--- src/bstk_pkg.sv ---
// Shared types and codes for the bounded stack with sort.
// Used by bstk_ctrl, bstk_dp and the top level; depends on nothing.
package bstk_pkg;

  localparam int DEPTH_DEF      = 10;
  localparam int DATA_WIDTH_DEF = 32;
  localparam int VALUE_W        = 32;
  localparam int OP_W           = 2;
  localparam int STATUS_W       = 2;
  localparam int FILL_W         = 4;

  localparam logic [OP_W-1:0] OP_PUSH = 2'd0;
  localparam logic [OP_W-1:0] OP_POP  = 2'd1;
  localparam logic [OP_W-1:0] OP_SORT = 2'd2;

  localparam logic [STATUS_W-1:0] ST_DONE  = 2'd0;
  localparam logic [STATUS_W-1:0] ST_FULL  = 2'd1;
  localparam logic [STATUS_W-1:0] ST_EMPTY = 2'd2;

  typedef struct packed {
    logic [OP_W-1:0]           op;
    logic signed [VALUE_W-1:0] push_value;
  } in_t;

  typedef struct packed {
    logic signed [VALUE_W-1:0] pop_value;
    logic [STATUS_W-1:0]       status;
    logic [FILL_W-1:0]         fill_count;
  } out_t;

  typedef enum logic [3:0] {
    DP_NONE,
    DP_PUSH,
    DP_EMPTY,
    DP_DONE,
    DP_POP_START,
    DP_POP_DONE,
    DP_SORT_START,
    DP_SORT_LOAD,
    DP_SORT_SHIFT,
    DP_SORT_PLACE
  } dp_cmd_t;

  typedef struct packed {
    logic count_zero;
    logic full;
    logic small_fill;
    logic less;
    logic slot_one;
    logic more;
  } dp_stat_t;

endpackage

--- src/bstk_dp.sv ---
// Datapath: entry memory, fill count, sort indices and the result register.
// Executes commands from bstk_ctrl; depends on bstk_pkg.
module bstk_dp #(
  parameter int DEPTH      = bstk_pkg::DEPTH_DEF,
  parameter int DATA_WIDTH = bstk_pkg::DATA_WIDTH_DEF
) (
  input  logic                        clk,
  input  logic                        rst_n,
  input  bstk_pkg::dp_cmd_t           cmd,
  input  logic signed [bstk_pkg::VALUE_W-1:0] push_value,
  output bstk_pkg::dp_stat_t          stat,
  output bstk_pkg::out_t              out_data
);

  localparam int CW = $clog2(DEPTH + 1);
  localparam int IW = $clog2(DEPTH);

  logic [DATA_WIDTH-1:0] mem [DEPTH];
  logic [DATA_WIDTH-1:0] rdata_r;
  logic [DATA_WIDTH-1:0] held_r, held_nxt;
  logic [CW-1:0]         count_r, count_nxt;
  logic [IW-1:0]         i_r, i_nxt;
  logic [IW-1:0]         slot_r, slot_nxt;
  bstk_pkg::out_t        out_r, out_nxt;

  logic                  we;
  logic [IW-1:0]         waddr, raddr;
  logic [DATA_WIDTH-1:0] wdata;
  logic [CW-1:0]         count_inc, count_dec, i_inc_c;

  assign count_inc = count_r + CW'(1);
  assign count_dec = count_r - CW'(1);
  assign i_inc_c   = CW'(i_r) + CW'(1);

  assign stat.count_zero = (count_r == '0);
  assign stat.full       = (count_r == CW'(DEPTH));
  assign stat.small_fill = (count_r <= CW'(1));
  assign stat.less       = ($signed(held_r) < $signed(rdata_r));
  assign stat.slot_one   = (slot_r == IW'(1));
  assign stat.more       = (i_inc_c < count_r);

  assign out_data = out_r;

  always_comb begin
    count_nxt = count_r;
    i_nxt     = i_r;
    slot_nxt  = slot_r;
    held_nxt  = held_r;
    out_nxt   = out_r;
    we        = 1'b0;
    waddr     = '0;
    wdata     = rdata_r;
    raddr     = '0;
    case (cmd)
      bstk_pkg::DP_PUSH: begin
        out_nxt.pop_value = '0;
        if (stat.full) begin
          out_nxt.status     = bstk_pkg::ST_FULL;
          out_nxt.fill_count = bstk_pkg::FILL_W'(count_r);
        end else begin
          we                 = 1'b1;
          waddr              = IW'(count_r);
          wdata              = DATA_WIDTH'($unsigned(push_value));
          count_nxt          = count_inc;
          out_nxt.status     = bstk_pkg::ST_DONE;
          out_nxt.fill_count = bstk_pkg::FILL_W'(count_inc);
        end
      end
      bstk_pkg::DP_EMPTY: begin
        out_nxt.pop_value  = '0;
        out_nxt.status     = bstk_pkg::ST_EMPTY;
        out_nxt.fill_count = bstk_pkg::FILL_W'(count_r);
      end
      bstk_pkg::DP_DONE: begin
        out_nxt.pop_value  = '0;
        out_nxt.status     = bstk_pkg::ST_DONE;
        out_nxt.fill_count = bstk_pkg::FILL_W'(count_r);
      end
      bstk_pkg::DP_POP_START: begin
        raddr     = IW'(count_dec);
        count_nxt = count_dec;
      end
      bstk_pkg::DP_POP_DONE: begin
        out_nxt.pop_value  = bstk_pkg::VALUE_W'(rdata_r);
        out_nxt.status     = bstk_pkg::ST_DONE;
        out_nxt.fill_count = bstk_pkg::FILL_W'(count_r);
      end
      bstk_pkg::DP_SORT_START: begin
        i_nxt = IW'(1);
        raddr = IW'(1);
      end
      bstk_pkg::DP_SORT_LOAD: begin
        held_nxt = rdata_r;
        slot_nxt = i_r;
        raddr    = i_r - IW'(1);
      end
      bstk_pkg::DP_SORT_SHIFT: begin
        we       = 1'b1;
        waddr    = slot_r;
        wdata    = rdata_r;
        slot_nxt = slot_r - IW'(1);
        raddr    = stat.slot_one ? '0 : slot_r - IW'(2);
      end
      bstk_pkg::DP_SORT_PLACE: begin
        we    = 1'b1;
        waddr = slot_r;
        wdata = held_r;
        i_nxt = i_r + IW'(1);
        raddr = stat.more ? IW'(i_inc_c) : '0;
      end
      default: begin
      end
    endcase
  end

  always_ff @(posedge clk) begin
    if (we) begin
      mem[waddr] <= wdata;
    end
    rdata_r <= mem[raddr];
  end

  always_ff @(posedge clk) begin
    if (!rst_n) begin
      count_r <= '0;
    end else begin
      count_r <= count_nxt;
    end
    i_r    <= i_nxt;
    slot_r <= slot_nxt;
    held_r <= held_nxt;
    out_r  <= out_nxt;
  end

endmodule

--- src/bstk_ctrl.sv ---
// Controller: sequences push, pop and the insertion sort, owns the handshakes.
// Drives bstk_dp through commands; depends on bstk_pkg.
module bstk_ctrl (
  input  logic                         clk,
  input  logic                         rst_n,
  input  logic                         in_valid,
  output logic                         in_stall,
  input  logic [bstk_pkg::OP_W-1:0]    in_op,
  output logic                         out_valid,
  input  logic                         out_stall,
  input  bstk_pkg::dp_stat_t           stat,
  output bstk_pkg::dp_cmd_t            cmd
);

  typedef enum logic [2:0] {
    S_IDLE,
    S_POP,
    S_LOAD,
    S_CMP,
    S_PLACE,
    S_FIN
  } state_t;

  state_t state_r, state_nxt;
  logic   out_valid_r, out_valid_nxt;
  logic   accept, respond;

  assign in_stall  = !((state_r == S_IDLE) && (!out_valid_r || !out_stall));
  assign accept    = in_valid && !in_stall;
  assign out_valid = out_valid_r;

  always_comb begin
    cmd       = bstk_pkg::DP_NONE;
    state_nxt = state_r;
    case (state_r)
      S_IDLE: begin
        if (accept) begin
          case (in_op)
            bstk_pkg::OP_PUSH: cmd = bstk_pkg::DP_PUSH;
            bstk_pkg::OP_POP: begin
              if (stat.count_zero) begin
                cmd = bstk_pkg::DP_EMPTY;
              end else begin
                cmd       = bstk_pkg::DP_POP_START;
                state_nxt = S_POP;
              end
            end
            bstk_pkg::OP_SORT: begin
              if (stat.small_fill) begin
                cmd = bstk_pkg::DP_DONE;
              end else begin
                cmd       = bstk_pkg::DP_SORT_START;
                state_nxt = S_LOAD;
              end
            end
            default: cmd = bstk_pkg::DP_DONE;
          endcase
        end
      end
      S_POP: begin
        cmd       = bstk_pkg::DP_POP_DONE;
        state_nxt = S_IDLE;
      end
      S_LOAD: begin
        cmd       = bstk_pkg::DP_SORT_LOAD;
        state_nxt = S_CMP;
      end
      S_CMP: begin
        if (stat.less) begin
          cmd       = bstk_pkg::DP_SORT_SHIFT;
          state_nxt = stat.slot_one ? S_PLACE : S_CMP;
        end else begin
          state_nxt = S_PLACE;
        end
      end
      S_PLACE: begin
        cmd       = bstk_pkg::DP_SORT_PLACE;
        state_nxt = stat.more ? S_LOAD : S_FIN;
      end
      S_FIN: begin
        cmd       = bstk_pkg::DP_DONE;
        state_nxt = S_IDLE;
      end
      default: state_nxt = S_IDLE;
    endcase
  end

  assign respond = (cmd == bstk_pkg::DP_PUSH) || (cmd == bstk_pkg::DP_EMPTY) ||
                   (cmd == bstk_pkg::DP_DONE) || (cmd == bstk_pkg::DP_POP_DONE);

  always_comb begin
    out_valid_nxt = respond ? 1'b1 : (out_valid_r && out_stall);
  end

  always_ff @(posedge clk) begin
    if (!rst_n) begin
      state_r     <= S_IDLE;
      out_valid_r <= 1'b0;
    end else begin
      state_r     <= state_nxt;
      out_valid_r <= out_valid_nxt;
    end
  end

endmodule

--- src/bounded_stack_with_sort.sv ---
// Top level of the bounded stack with in-place insertion sort.
// Joins bstk_ctrl and bstk_dp; depends on bstk_pkg.
//
//   channel | ports                          | payload
//   --------+--------------------------------+-----------------------------
//   input   | in_valid, in_stall, in_data    | op, push_value
//   result  | out_valid, out_stall, out_data | pop_value, status, fill_count
//
// Push, refused pop, sort of fewer than two entries and unused ops are answered straight from the idle state.
// Pop passes through S_POP for the registered read of the single-read-port entry memory.
// Sort of n entries: for each entry i=1..n-1 the states S_LOAD, S_CMP (held while it
// shifts) and S_PLACE, then S_FIN; one compare-shift per cycle.
// Reset clears the fill count but not the entries; entries need no clearing pass.
// A waiting result stalls new transactions only while out_stall is high.
module bounded_stack_with_sort #(
  parameter int DEPTH      = bstk_pkg::DEPTH_DEF,
  parameter int DATA_WIDTH = bstk_pkg::DATA_WIDTH_DEF
) (
  input  logic           clk,
  input  logic           rst_n,
  input  logic           in_valid,
  output logic           in_stall,
  input  bstk_pkg::in_t  in_data,
  output logic           out_valid,
  input  logic           out_stall,
  output bstk_pkg::out_t out_data
);

  bstk_pkg::dp_cmd_t  cmd;
  bstk_pkg::dp_stat_t stat;

  bstk_ctrl u_ctrl (
    .clk       (clk),
    .rst_n     (rst_n),
    .in_valid  (in_valid),
    .in_stall  (in_stall),
    .in_op     (in_data.op),
    .out_valid (out_valid),
    .out_stall (out_stall),
    .stat      (stat),
    .cmd       (cmd)
  );

  bstk_dp #(
    .DEPTH      (DEPTH),
    .DATA_WIDTH (DATA_WIDTH)
  ) u_dp (
    .clk        (clk),
    .rst_n      (rst_n),
    .cmd        (cmd),
    .push_value (in_data.push_value),
    .stat       (stat),
    .out_data   (out_data)
  );

`ifndef ASSERT_OFF
  a_full_push: assert property (@(posedge clk) disable iff (!rst_n)
    (cmd == bstk_pkg::DP_PUSH && stat.full) |=> (out_data.status == bstk_pkg::ST_FULL))
    else $error("full push not reported as full");

  a_pop_nonempty: assert property (@(posedge clk) disable iff (!rst_n)
    (cmd == bstk_pkg::DP_POP_START) |-> !stat.count_zero)
    else $error("pop started on empty stack");

  a_pop_seq: assert property (@(posedge clk) disable iff (!rst_n)
    (cmd == bstk_pkg::DP_POP_START) |=> (cmd == bstk_pkg::DP_POP_DONE && !out_valid))
    else $error("pop read not followed by pop completion");
`endif

endmodule
--- config.mk ---
export PLATFORM = sky130hd
export DESIGN_NAME = bounded_stack_with_sort
export DESIGN_NICKNAME = d
export VERILOG_FILES = /design/src/bstk_pkg.sv /design/src/bstk_dp.sv /design/src/bstk_ctrl.sv /design/src/bounded_stack_with_sort.sv
export SDC_FILE = /design/constraint.sdc
export NUM_CORES = 1
export LEC_CHECK = 0
export BUFFER_PORTS_ARGS = -buffer_cell sky130_fd_sc_hd__buf_4
export CAP_MARGIN = 0
export CORE_ASPECT_RATIO = 1.4
export CORE_UTILIZATION = 41
export CTS_CLUSTER_DIAMETER = 50
export DETAILED_ROUTE_END_ITERATION = 8
export GPL_ROUTABILITY_DRIVEN = 0
export HOLD_SLACK_MARGIN = 0.12
export MAX_ROUTING_LAYER = met4
export PLACE_DENSITY = 0.66
export SYNTH_ARGS = -nofsm -noshare
export SYNTH_HDL_FRONTEND = slang
export SYNTH_HIERARCHICAL = 1
export SYNTH_SLANG_ARGS = --single-unit
--- constraint.sdc ---
create_clock -name clk -period 17.3 [get_ports clk]
set_input_delay 5.19 -clock clk [delete_from_list [all_inputs] [get_ports clk]]
set_output_delay 5.19 -clock clk [all_outputs]
set_load 0.03 [all_outputs]
[After elaboration in Yosys (flattened, before gate mapping)]
Memories as Yosys holds them, arrays and structs flattened. A register that Yosys moved wholly into a read port is not among the register bits.
Index checks and enable logic that the tools add are counted.
Storage, ports and cells
  output and inout port bits: 40
  RAM bits: 320
  register bits after elaboration: 86
  memories kept: 1
  bits of input ports: 38
  word-level logic and storage cells: 94
Operators by class
  multiplexer cells: 32
  equal/unequal tests: 23
  reduce and logical (&&, ||, !) cells: 20
  add/sub/neg operators: 6
  magnitude comparators: 3
Memory list
  u_dp.mem: depth 10, bits a word 32, read ports 1, clocked after Yosys merged registers in 1, write ports 1, RTL line bstk_dp.sv:18  | logic [DATA_WIDTH-1:0] mem [DEPTH];
Operators with widths (count)
  one-hot mux 38 bit (4 select lines): 1
  one-hot mux 32 bit (2 select lines): 1
  < comparator 32 bit: 1
  2-to-1 mux 32 bit: 1
  one-hot mux 4 bit (2 select lines): 4
  2-to-1 mux 3 bit: 8
  2-to-1 mux 4 bit: 6
  one-hot mux 4 bit (6 select lines): 1
  one-hot mux 4 bit (5 select lines): 1
  == test 4 x 3 -> 1 bit (second input constant): 4
  == test 4 bit (second input constant): 3
  one-hot mux 3 bit (4 select lines): 1
  one-hot mux 4 bit (3 select lines): 1
  subtractor 4 x 1 -> 4 bit (second input constant): 3
  inequality test 3 bit (second input constant): 3
  adder 4 x 1 -> 4 bit (second input constant): 2
  == test 4 x 1 -> 1 bit (second input constant): 2
  == test 4 x 2 -> 1 bit (second input constant): 2
  == test 3 x 2 -> 1 bit (second input constant): 2
  == test 3 bit (second input constant): 2
  one-hot mux 3 bit (2 select lines): 1
  nonzero test 2 bit: 3
  2-to-1 mux 5 bit: 1
  less-or-equal comparator 4 x 1 -> 1 bit (second input constant): 1
  19 further kinds: 29

[Longest topological paths before layout]
Gate-level depths: netlist of the first run.
  depth after elaboration: 11
  mapped depth: 21
  depth with buffers taken out: 19

[Hierarchy]
The synthesis of the first run kept the hierarchy.
Modules (own cells, without submodules)
  bstk_dp: seq. area each 12672.2 sq um, times used 1, area each 17742.0 sq um, cells each 1033
  bstk_ctrl: seq. area each 80.1 sq um, times used 1, area each 396.6 sq um, cells each 52

[Worst setup path before layout of the first run]
No wires, ideal clock.
  path kind: input to register
  start point: input out_stall
  end point: memory u_dp/mem[2][0] (netlist bit) (enable)
  path buffers: 1
  arrival time: 11.161 ns
  data required time: 16.787 ns
  slack: 5.625 ns
  stages: 10
  library setup time: 0.513 ns
  path through: a2111o_1 > nor4b_1 > nor3_1 > a21oi_1 > nand2b_1 > buf_2 > or2_2 > nor3_1 > a22oi_1 > nor4b_1
On the way
  cells in the longest elaborated chain, start to end: 11
  elaborated cells between the ends (all ways): 14
  classes of those cells: eq/ne (3); mux (6); reduce/logical (5)
RTL lines
  start: declaration: RTL line bounded_stack_with_sort.sv:25  | input logic out_stall,
  logical NOT 1 bit (*): RTL line bstk_ctrl.sv:28  | assign in_stall = !((state_r == S_IDLE) && (!out_valid_r || !out_stall));
  logical OR 1 bit (*): RTL line bstk_ctrl.sv:28
  logical AND 1 bit (*): RTL line bstk_ctrl.sv:28
  logical AND 1 bit (*): RTL line bstk_ctrl.sv:29  | assign accept = in_valid && !in_stall;
  2-to-1 mux 4 bit (*): RTL line bstk_ctrl.sv:37  | if (accept) begin
  one-hot mux 4 bit (6 select lines) (*): RTL line bstk_ctrl.sv:35  | case (state_r)
  net cmd[0]: RTL line bounded_stack_with_sort.sv:29  | bstk_pkg::dp_cmd_t cmd;
  == test 4 bit: RTL line bstk_dp.sv:54  | case (cmd)
  OR reduction 2 bit (no source line)
  one-hot mux 1 bit (2 select lines): RTL line bstk_dp.sv:54
  2-to-1 mux 1 bit: RTL line bstk_dp.sv:117  | if (we) begin
  2-to-1 mux 1 bit (implied by the code): RTL line bstk_dp.sv:118  | mem[waddr] <= wdata;
  end: declaration: RTL line bstk_dp.sv:18
The timed path passes the listed nets; every way through them passes the cells marked *.

[Worst setup path after layout of the first run]
  start point: input out_stall
  end point: output in_stall
On the way
  cells in the longest elaborated chain, start to end: 4
RTL lines
  logical NOT 1 bit: RTL line bstk_ctrl.sv:28
  logical OR 1 bit: RTL line bstk_ctrl.sv:28
  logical AND 1 bit: RTL line bstk_ctrl.sv:28
  logical NOT 1 bit: RTL line bstk_ctrl.sv:28
  end: declaration: RTL line bounded_stack_with_sort.sv:22  | output logic in_stall,
Every way passes these cells.

==> results of run 1 <==
## how the worst min path moves through the flow
stage	from	to	slack [ns]	cells after the start
after floorplan	u_dp/rdata_r[1]	u_dp/held_r[1]	0.43	0
after global placement	u_dp/rdata_r[31]	u_dp/held_r[31]	0.44	0
after detailed placement	u_dp/rdata_r[3]	u_dp/held_r[3]	0.45	0
after CTS	u_dp/rdata_r[2]	u_dp/held_r[2]	0.46	0
after global routing	u_dp/rdata_r[3]	u_dp/held_r[3]	0.47	0
final	u_dp/rdata_r[3]	u_dp/held_r[3]	0.47	0
## through the flow
step / hold WS [ns] / utilization (%)
finish: 0.468 / 48.2
global route: 0.471 / 48.2
CTS: 0.458 / 48.2
detailed placement: 0.453 / 44.9
global placement: 0.440 / 44.9
floorplan: 0.431 / -
## power by group through the flow
stage               clock network, µW  logic [µW]  registers, µW
finish                            954         767           1490
global route                     1010         835           1500
CTS                               970         770           1490
detailed placement                  0         766           1510
global placement                    0         747           1500
floorplan                           0         469           1550
## kinds of logic (layout without fill, tap and decap cells)
logic type	Yosys count	after routing	synth area share, %
flip-flops	438	438	70.3
AO/OA/AOI/OAI	225	225	8.96
AND/OR/NAND/NOR	148	148	4.28
buffers and inverters	116	237	2.89
multiplexers	100	100	9.83
adder cells (fa/ha/maj)	45	45	3.10
XOR/XNOR	13	13	0.628
## layout by cell type, fill, tap and decap left out, types with 19 or more instances in the layout
| cell | n |
|---|---|
| o21ai_0 | 54 |
| buf_4 | 104 |
| mux4_2 | 62 |
| nor3_1 | 40 |
| dfxtp_1 | 40 |
| a22oi_2 | 20 |
| edfxtp_1 | 398 |
| nand2_1 | 19 |
| mux2i_1 | 33 |
| clkbuf_16 | 43 |
| o21ai_1 | 20 |
| a22oi_1 | 67 |
| inv_1 | 57 |
| ha_1 | 45 |
| nor2_1 | 19 |
## state kept, by name, indices dropped and copies added, names as in the netlist
register / cells
u_dp/mem: 320
u_dp/out_data: 38
u_dp/held_r: 32
u_dp/rdata_r: 32
u_dp/count_r: 4
u_dp/i_r: 4
u_dp/slot_r: 4
u_ctrl/state_r: 3
u_ctrl/out_valid: 1
## layer usage
metal,wire length (µm),GRT usage (%),part of all wire (%)
met3,1830,2.35,4.3
met5,0,-,0
met4,988,6.13,2.3
met1,16900,23.1,40
met2,22600,35.2,53
## area by class of cell
type / count / area (µm²) / area share [%]
clock buffers: 52 / 1150 / 5.50
multi-input cells: 531 / 5010 / 24.0
inverters: 57 / 214 / 1.02
well taps: 552 / 691 / 3.31
flip-flops and latches: 438 / 12800 / 61.1
repair buffers: 104 / 781 / 3.74
clock inverters: 24 / 290 / 1.39
==> reports/qor.yml, run 1 <==
status: "complete, but fails checks"
violations: "design-rule violations"
globalRouteTotalUtil_pct: 19.7
crit_path_start: "out_stall"
root_buffer: "clkbuf_16"
synth.most_common_cell: "edfxtp_1"
netlist_top_cells_count: "398 x edfxtp_1, 67 x a22oi_1, 62 x mux4_2"
grt_first_pass_wirelength_um: 64600
top_level_ports: 78
final_cells: 1758
vias: 10100
timing.fmax_mhz: 90.0
fin_area_um2: 20900
synth-edff-count: 398
slew_headroom_pct: 16.9
synth_seq_area_share_pct: 70.3
ctsHoldBuffers: 0
ctsResizeCount: 0
fill_cells: 3609
grt_max_degree: 67
synth_cell_type_count: 66
final.setup.worst_slack_ns: 6.19
drt.antenna.violating_nets: 0
place_inst: 1682
max_stage_delay_ns: 0.42
synth_top_area_cell: "edfxtp_1"
clkPwrFrac_pct: 29.7
synth_ff_type: "edfxtp_1"
hold_viol_final: 0
critPathLaunchType: "input port"
power_uw: 3210
detail_route.first_pass.iterations: 7
cts_tree: "yes"
syn_to_final_growth_pct: 15.2
critPathMostFrequentCell: "buf_4"
r2r_end: "u_dp/rdata_r[30]"
leakagePower_uw: 0.00742
clk_pin_slew_ns: 0.06
syn_area_um2: 18100
r2r_cells: 21
cp_num_buf_inv: 2
crit_required_ns: 12.11
min_period_ns: 11.11
avgSynthCellArea_um2: 16.7
initial_core_util_pct: 41.8
seqPwrFrac_pct: 46.4
setup-violations-final: 0
cts.path.max_buffers: 3
cts_setup_buffers: 0
r2r_start: "u_dp/rdata_r[5]"
dpl.hpwl_um: 24300
switching_share_pct: 29.7
drc_errors: 7
placed_area_um2: 19400
yosys-top-cells-area: "edfxtp_1 66%, mux4_2 7.7%, dfxtp_1 4.4%, ha_1 3.1%, a22oi_1 2.8%"
cp_num_cells: 3
rsz0062_at_grt: "no"
power.switching_uw: 955
crit_path_top_delay_cell: "a2111o_1"
routedWlPerCell_um: 24.0
slew_viol_final: 0
drtIter0Drc: 889
finalCritPeriodShare_pct: 64.2
crit_chain: "buf_4 -> a2111o_1 -> buf_4"
finalSetupTns_ns: 0
wl_um: 42200
critPathKind: "input port to output port"
synth-async-reset-ratio_pct: 0
critPathMaxFanout: 4
drive_gt1_share_pct: 24.0
holdCritPathClass: "flop to flop"
synth_cells: 1085
die_h_um: 251
fp-row-count: 90
pwr-share-comb_pct: 23.9
r2r_slack_ns: 10.57
n_antenna_cell: 0
h-tree-depth: 2
cts_buffers: 41
gr-total-overflow: 0
nets: 1256
synth.net_count: 1168
finClkSkew_ns: 0.0261
power_density_nw_per_um2: 154
p_int_uw: 2260
pre_cts_ws_ns: 6.18
die_w_um: 180
critPathCapture: "in_stall"
core_um2: 43400
maxCapViolCount: 0
cp_top_family: "compound AO/OA/AOI/OAI gates"
fp.dieArea_um2: 45100
arrival_ns: 5.92
crit_path_end_kind: "output port"
synth-seq-cells: 438
cts_num_sinks: 438
synth_warnings: 6
grt_pass1_vias: 10600
numPortBuffers: 77
antenna_found_initial: 0
worstMarginPinSlew_ns: 1.23
via_per_inst: 5.76
vdd_ir_drop_max_mv: 0.0809
synth_top_area_share_pct: 65.9
insertion_delay_ns: 0.55
Power figures use the tool's default switching activity.
==> run 2: changes to the inputs <==
--- a/config.mk
+++ b/config.mk
@@ -5,6 +5,7 @@
 export SDC_FILE = /design/constraint.sdc
 export NUM_CORES = 1
 export LEC_CHECK = 0
+export ABC_AREA = 1
 export BUFFER_PORTS_ARGS = -buffer_cell sky130_fd_sc_hd__buf_4
 export CAP_MARGIN = 0
 export CORE_ASPECT_RATIO = 1.4
==> constraint.sdc (replaced) <==
create_clock -name clk -period 10.4 [get_ports clk]
set_input_delay 3.12 -clock clk [delete_from_list [all_inputs] [get_ports clk]]
set_output_delay 3.12 -clock clk [all_outputs]
set_load 0.03 [all_outputs]
==> run 2 against run 1 <==
The flow now finishes without violations. Setup slack got worse by 2.5 ns. Worst hold slack worse by 0.034 ns. Cell area is 7.9% higher. Highest routed layer unchanged. Final cell count is 48% higher. Critical path type unchanged.
==> reports/qor.yml, run 2 <==
h-tree-depth: 2  # unchanged
fp.dieArea_um2: 49400  # +9.6%
syn_to_final_growth_pct: 13.3
antenna_found_initial: 0  # unchanged
final.setup.worst_slack_ns: 3.66  # -2.52 ns
setup-violations-final: 0  # unchanged
synth-edff-count: 398  # unchanged
insertion_delay_ns: 0.56  # about the same
min_period_ns: 6.74
die_w_um: 188  # +4.7%
hold_ws_ns: 0.433  # -0.0344 ns
crit_required_ns: 7.28  # -4.83 ns
largest_reg_flops: 320  # unchanged
synth_compound_area_share_pct: 5.09  # -3.9 points
initial_core_util_pct: 41.5  # -0.29 points
avgSynthCellArea_um2: 10.5  # -37%
crit_path_end_kind: "output port"
synth_warnings: 6  # unchanged
synth_ff_type: "edfxtp_1"
detail_route.first_pass.iterations: 7  # unchanged
synth_seq_area_share_pct: 64.1  # -6.2 points
netlist_top_cells_count: "398 x edfxtp_1, 342 x nand3_1, 318 x inv_1"
synthSimpleGateAreaFrac_pct: 19.2  # +15 points
ctsHoldBuffers: 0  # unchanged
timing.fmax_mhz: 148
arrival_ns: 3.62  # -2.30 ns
rsz0062_at_grt: "no"
gr-total-overflow: 0  # unchanged
fill_cells: 4205  # +17%
multi_input_area_um2: 5570  # +11%
cts_setup_buffers: 0  # unchanged
cts_tree: "yes"
grt_pass1_vias: 14000  # +32%
synth_top_area_cell: "edfxtp_1"
finClkSkew_ns: 0.0270  # +0.000858 ns
yosys-top-cells-area: "edfxtp_1 60%, nand3_1 8.6%, inv_1 6.0%, nand2_1 5.2%, dfxtp_1 4.0%"
cts_buffers: 39  # -4.9%
pre_cts_ws_ns: 3.32  # -2.86 ns
numPortBuffers: 77  # unchanged
critPathMostFrequentCell: "buf_4"
routedWlPerCell_um: 19.4  # -19%
fp-row-count: 95  # +5.6%
final_cell_mix: "398 x edfxtp_1, 342 x nand3_1, 317 x inv_1"
pwr-share-comb_pct: 34.7  # +11 points
slew_headroom_pct: 23.1  # +6.1 points
p_int_uw: 4220  # +87%
globalRouteTotalUtil_pct: 21.1  # +1.4 points
synth_cells: 1888  # +74%
synth_top_family_by_area: "simple AND/OR/NAND/NOR gates"
dpl.hpwl_um: 29700  # +22%
crit_chain: "buf_4 -> nand2_1 -> nand3_2 -> buf_4"
synth-async-reset-ratio_pct: 0  # unchanged
vdd_ir_drop_max_mv: 0.164  # +100%
holdCritPathClass: "flop to flop"
synth_top_area_share_pct: 60.1  # -5.8 points
layout_commonest_cell: "edfxtp_1"
vias: 14100  # +39%
nets: 2019  # +61%
grt_first_pass_wirelength_um: 78100  # +21%
maxCapViolCount: 0  # unchanged
drtIter0Drc: 1123  # +26%
cts_num_sinks: 438  # unchanged
drt.antenna.violating_nets: 0  # unchanged
critPathMaxFanout: 3  # -1
wl_um: 50300  # +19%
status: "complete, no violations"
leakagePower_uw: 0.00922  # +24%
worstMarginPinSlew_ns: 1.15  # -0.0817 ns
synth.net_count: 1971  # +69%
via_per_inst: 5.42  # -5.9%
n_antenna_cell: 0  # unchanged
final_util_pct: 47.1  # -1.1 points
critPathLaunchType: "input port"
finalCritPeriodShare_pct: 64.8
synth_mux_area_share_pct: 0  # -9.8 points
placed_area_um2: 21100  # +8.5%
synth.most_common_cell: "edfxtp_1"
fin_area_um2: 22500  # +7.9%
critPathKind: "input port to output port"
seqPwrFrac_pct: 40.9  # -5.5 points
power.switching_uw: 2440  # +160%
drive_gt1_share_pct: 11.8  # -12 points
drc_errors: 0  # -7
cts.path.max_buffers: 3  # unchanged
clk_pin_slew_ns: 0.06  # about the same
clkPwrFrac_pct: 24.4  # -5.3 points
slew_viol_final: 0  # unchanged
syn_area_um2: 19900  # +9.7%
ctsResizeCount: 0  # unchanged
regArea_um2: 12800  # unchanged
max_stage_delay_ns: 0.18  # -0.24 ns
root_buffer: "clkbuf_16"
synth-xor-area-share_pct: 0.308  # -0.32 points
finalSetupTns_ns: 0  # unchanged
synth-seq-cells: 438  # unchanged
core_um2: 47900  # +10%
die_h_um: 263  # +4.7%
crit_path_top_delay_cell: "buf_4"
synth_cell_type_count: 40  # -39%
hold_viol_final: 0  # unchanged
switching_share_pct: 36.7  # +6.9 points
largest-register: "u_dp/mem"
power_density_nw_per_um2: 296  # +92%
synthAdderAreaFrac_pct: 2.83  # -0.27 points
grt_max_degree: 97  # +45%
top_level_ports: 78  # unchanged
[run 2: cell count changes after synthesis, sizes merged, moves of 30 or more]
cell / previous run / this run
o221ai: 1 / 31
nor2: 30 / 118
a22oi: 87 / 1
buf: 25 / 63
o211ai: 1 / 33
nand3: 4 / 345
nor3: 42 / 10
nand3b: 0 / 33
mux4: 62 / 0
mux2i: 33 / 0
or2: 2 / 35
inv: 57 / 326
nand2: 19 / 278
[run 2: logic make-up (layout without fill, tap and decap cells)]
family | Yosys count | count (layout)
xor+xnor | 7 | 7
flops | 438 | 438
compound gates | 155 | 155
buf+inv | 420 | 499
simple gates | 823 | 823
fa+ha+maj | 45 | 45
[run 2: per-layer routing]
layer  share of wire, %  vias to the layer above  wire length [µm]  GRT usage, %
met5                  0                        -                 0             -
met4                5.0                        0              2490          11.1
met3                5.7                      146              2850          2.12
met2                 51                      546             25500          36.2
met1                 39                     6891             19400          24.2
li1                   -                     6501                 -             -
[run 2: final cells by class]
type	count	share of cell area, %
sequential	438	56.6
multi-input combinational	1030	24.7
inverter	326	5.43
clock buffer	52	4.77
tap	630	3.50
timing repair buffer	101	3.36
clock inverter	20	1.65
[run 2: final timing paths]
check | to | startpoint | slack, ns | cells after the start
min | u_dp/held_r[20] | u_dp/rdata_r[20] | 0.43 | 0
max | in_stall | out_stall | 3.66 | 4
min reg2reg | u_dp/held_r[20] | u_dp/rdata_r[20] | 0.43 | 0
max reg2reg | u_dp/rdata_r[29] | u_dp/rdata_r[31] | 4.77 | 27
[run 2: power by group through the flow]
stage / Sequential (µW) / Clock, µW / Combinational [µW]
final: 2730 / 1620 / 2310
after global routing: 2750 / 1710 / 2550
after CTS: 2730 / 1650 / 2300
after detailed placement: 2760 / 0 / 2290
after global placement: 2750 / 0 / 2230
after floorplan: 2870 / 0 / 1410
[run 2: metrics by stage]
step                power [µW]  std cells
floorplan                 4280       1888
CTS                       6680       2597
global route              7010       2597
detailed placement        5050       2525
global placement          4980       2525
finish                    6670       2597
[run 2: worst max-delay path, delay by kind of cell]
kind | cells | cell delay [ns]
buffers and inverters | 2 | 0.29
and+or+nand+nor | 2 | 0.21
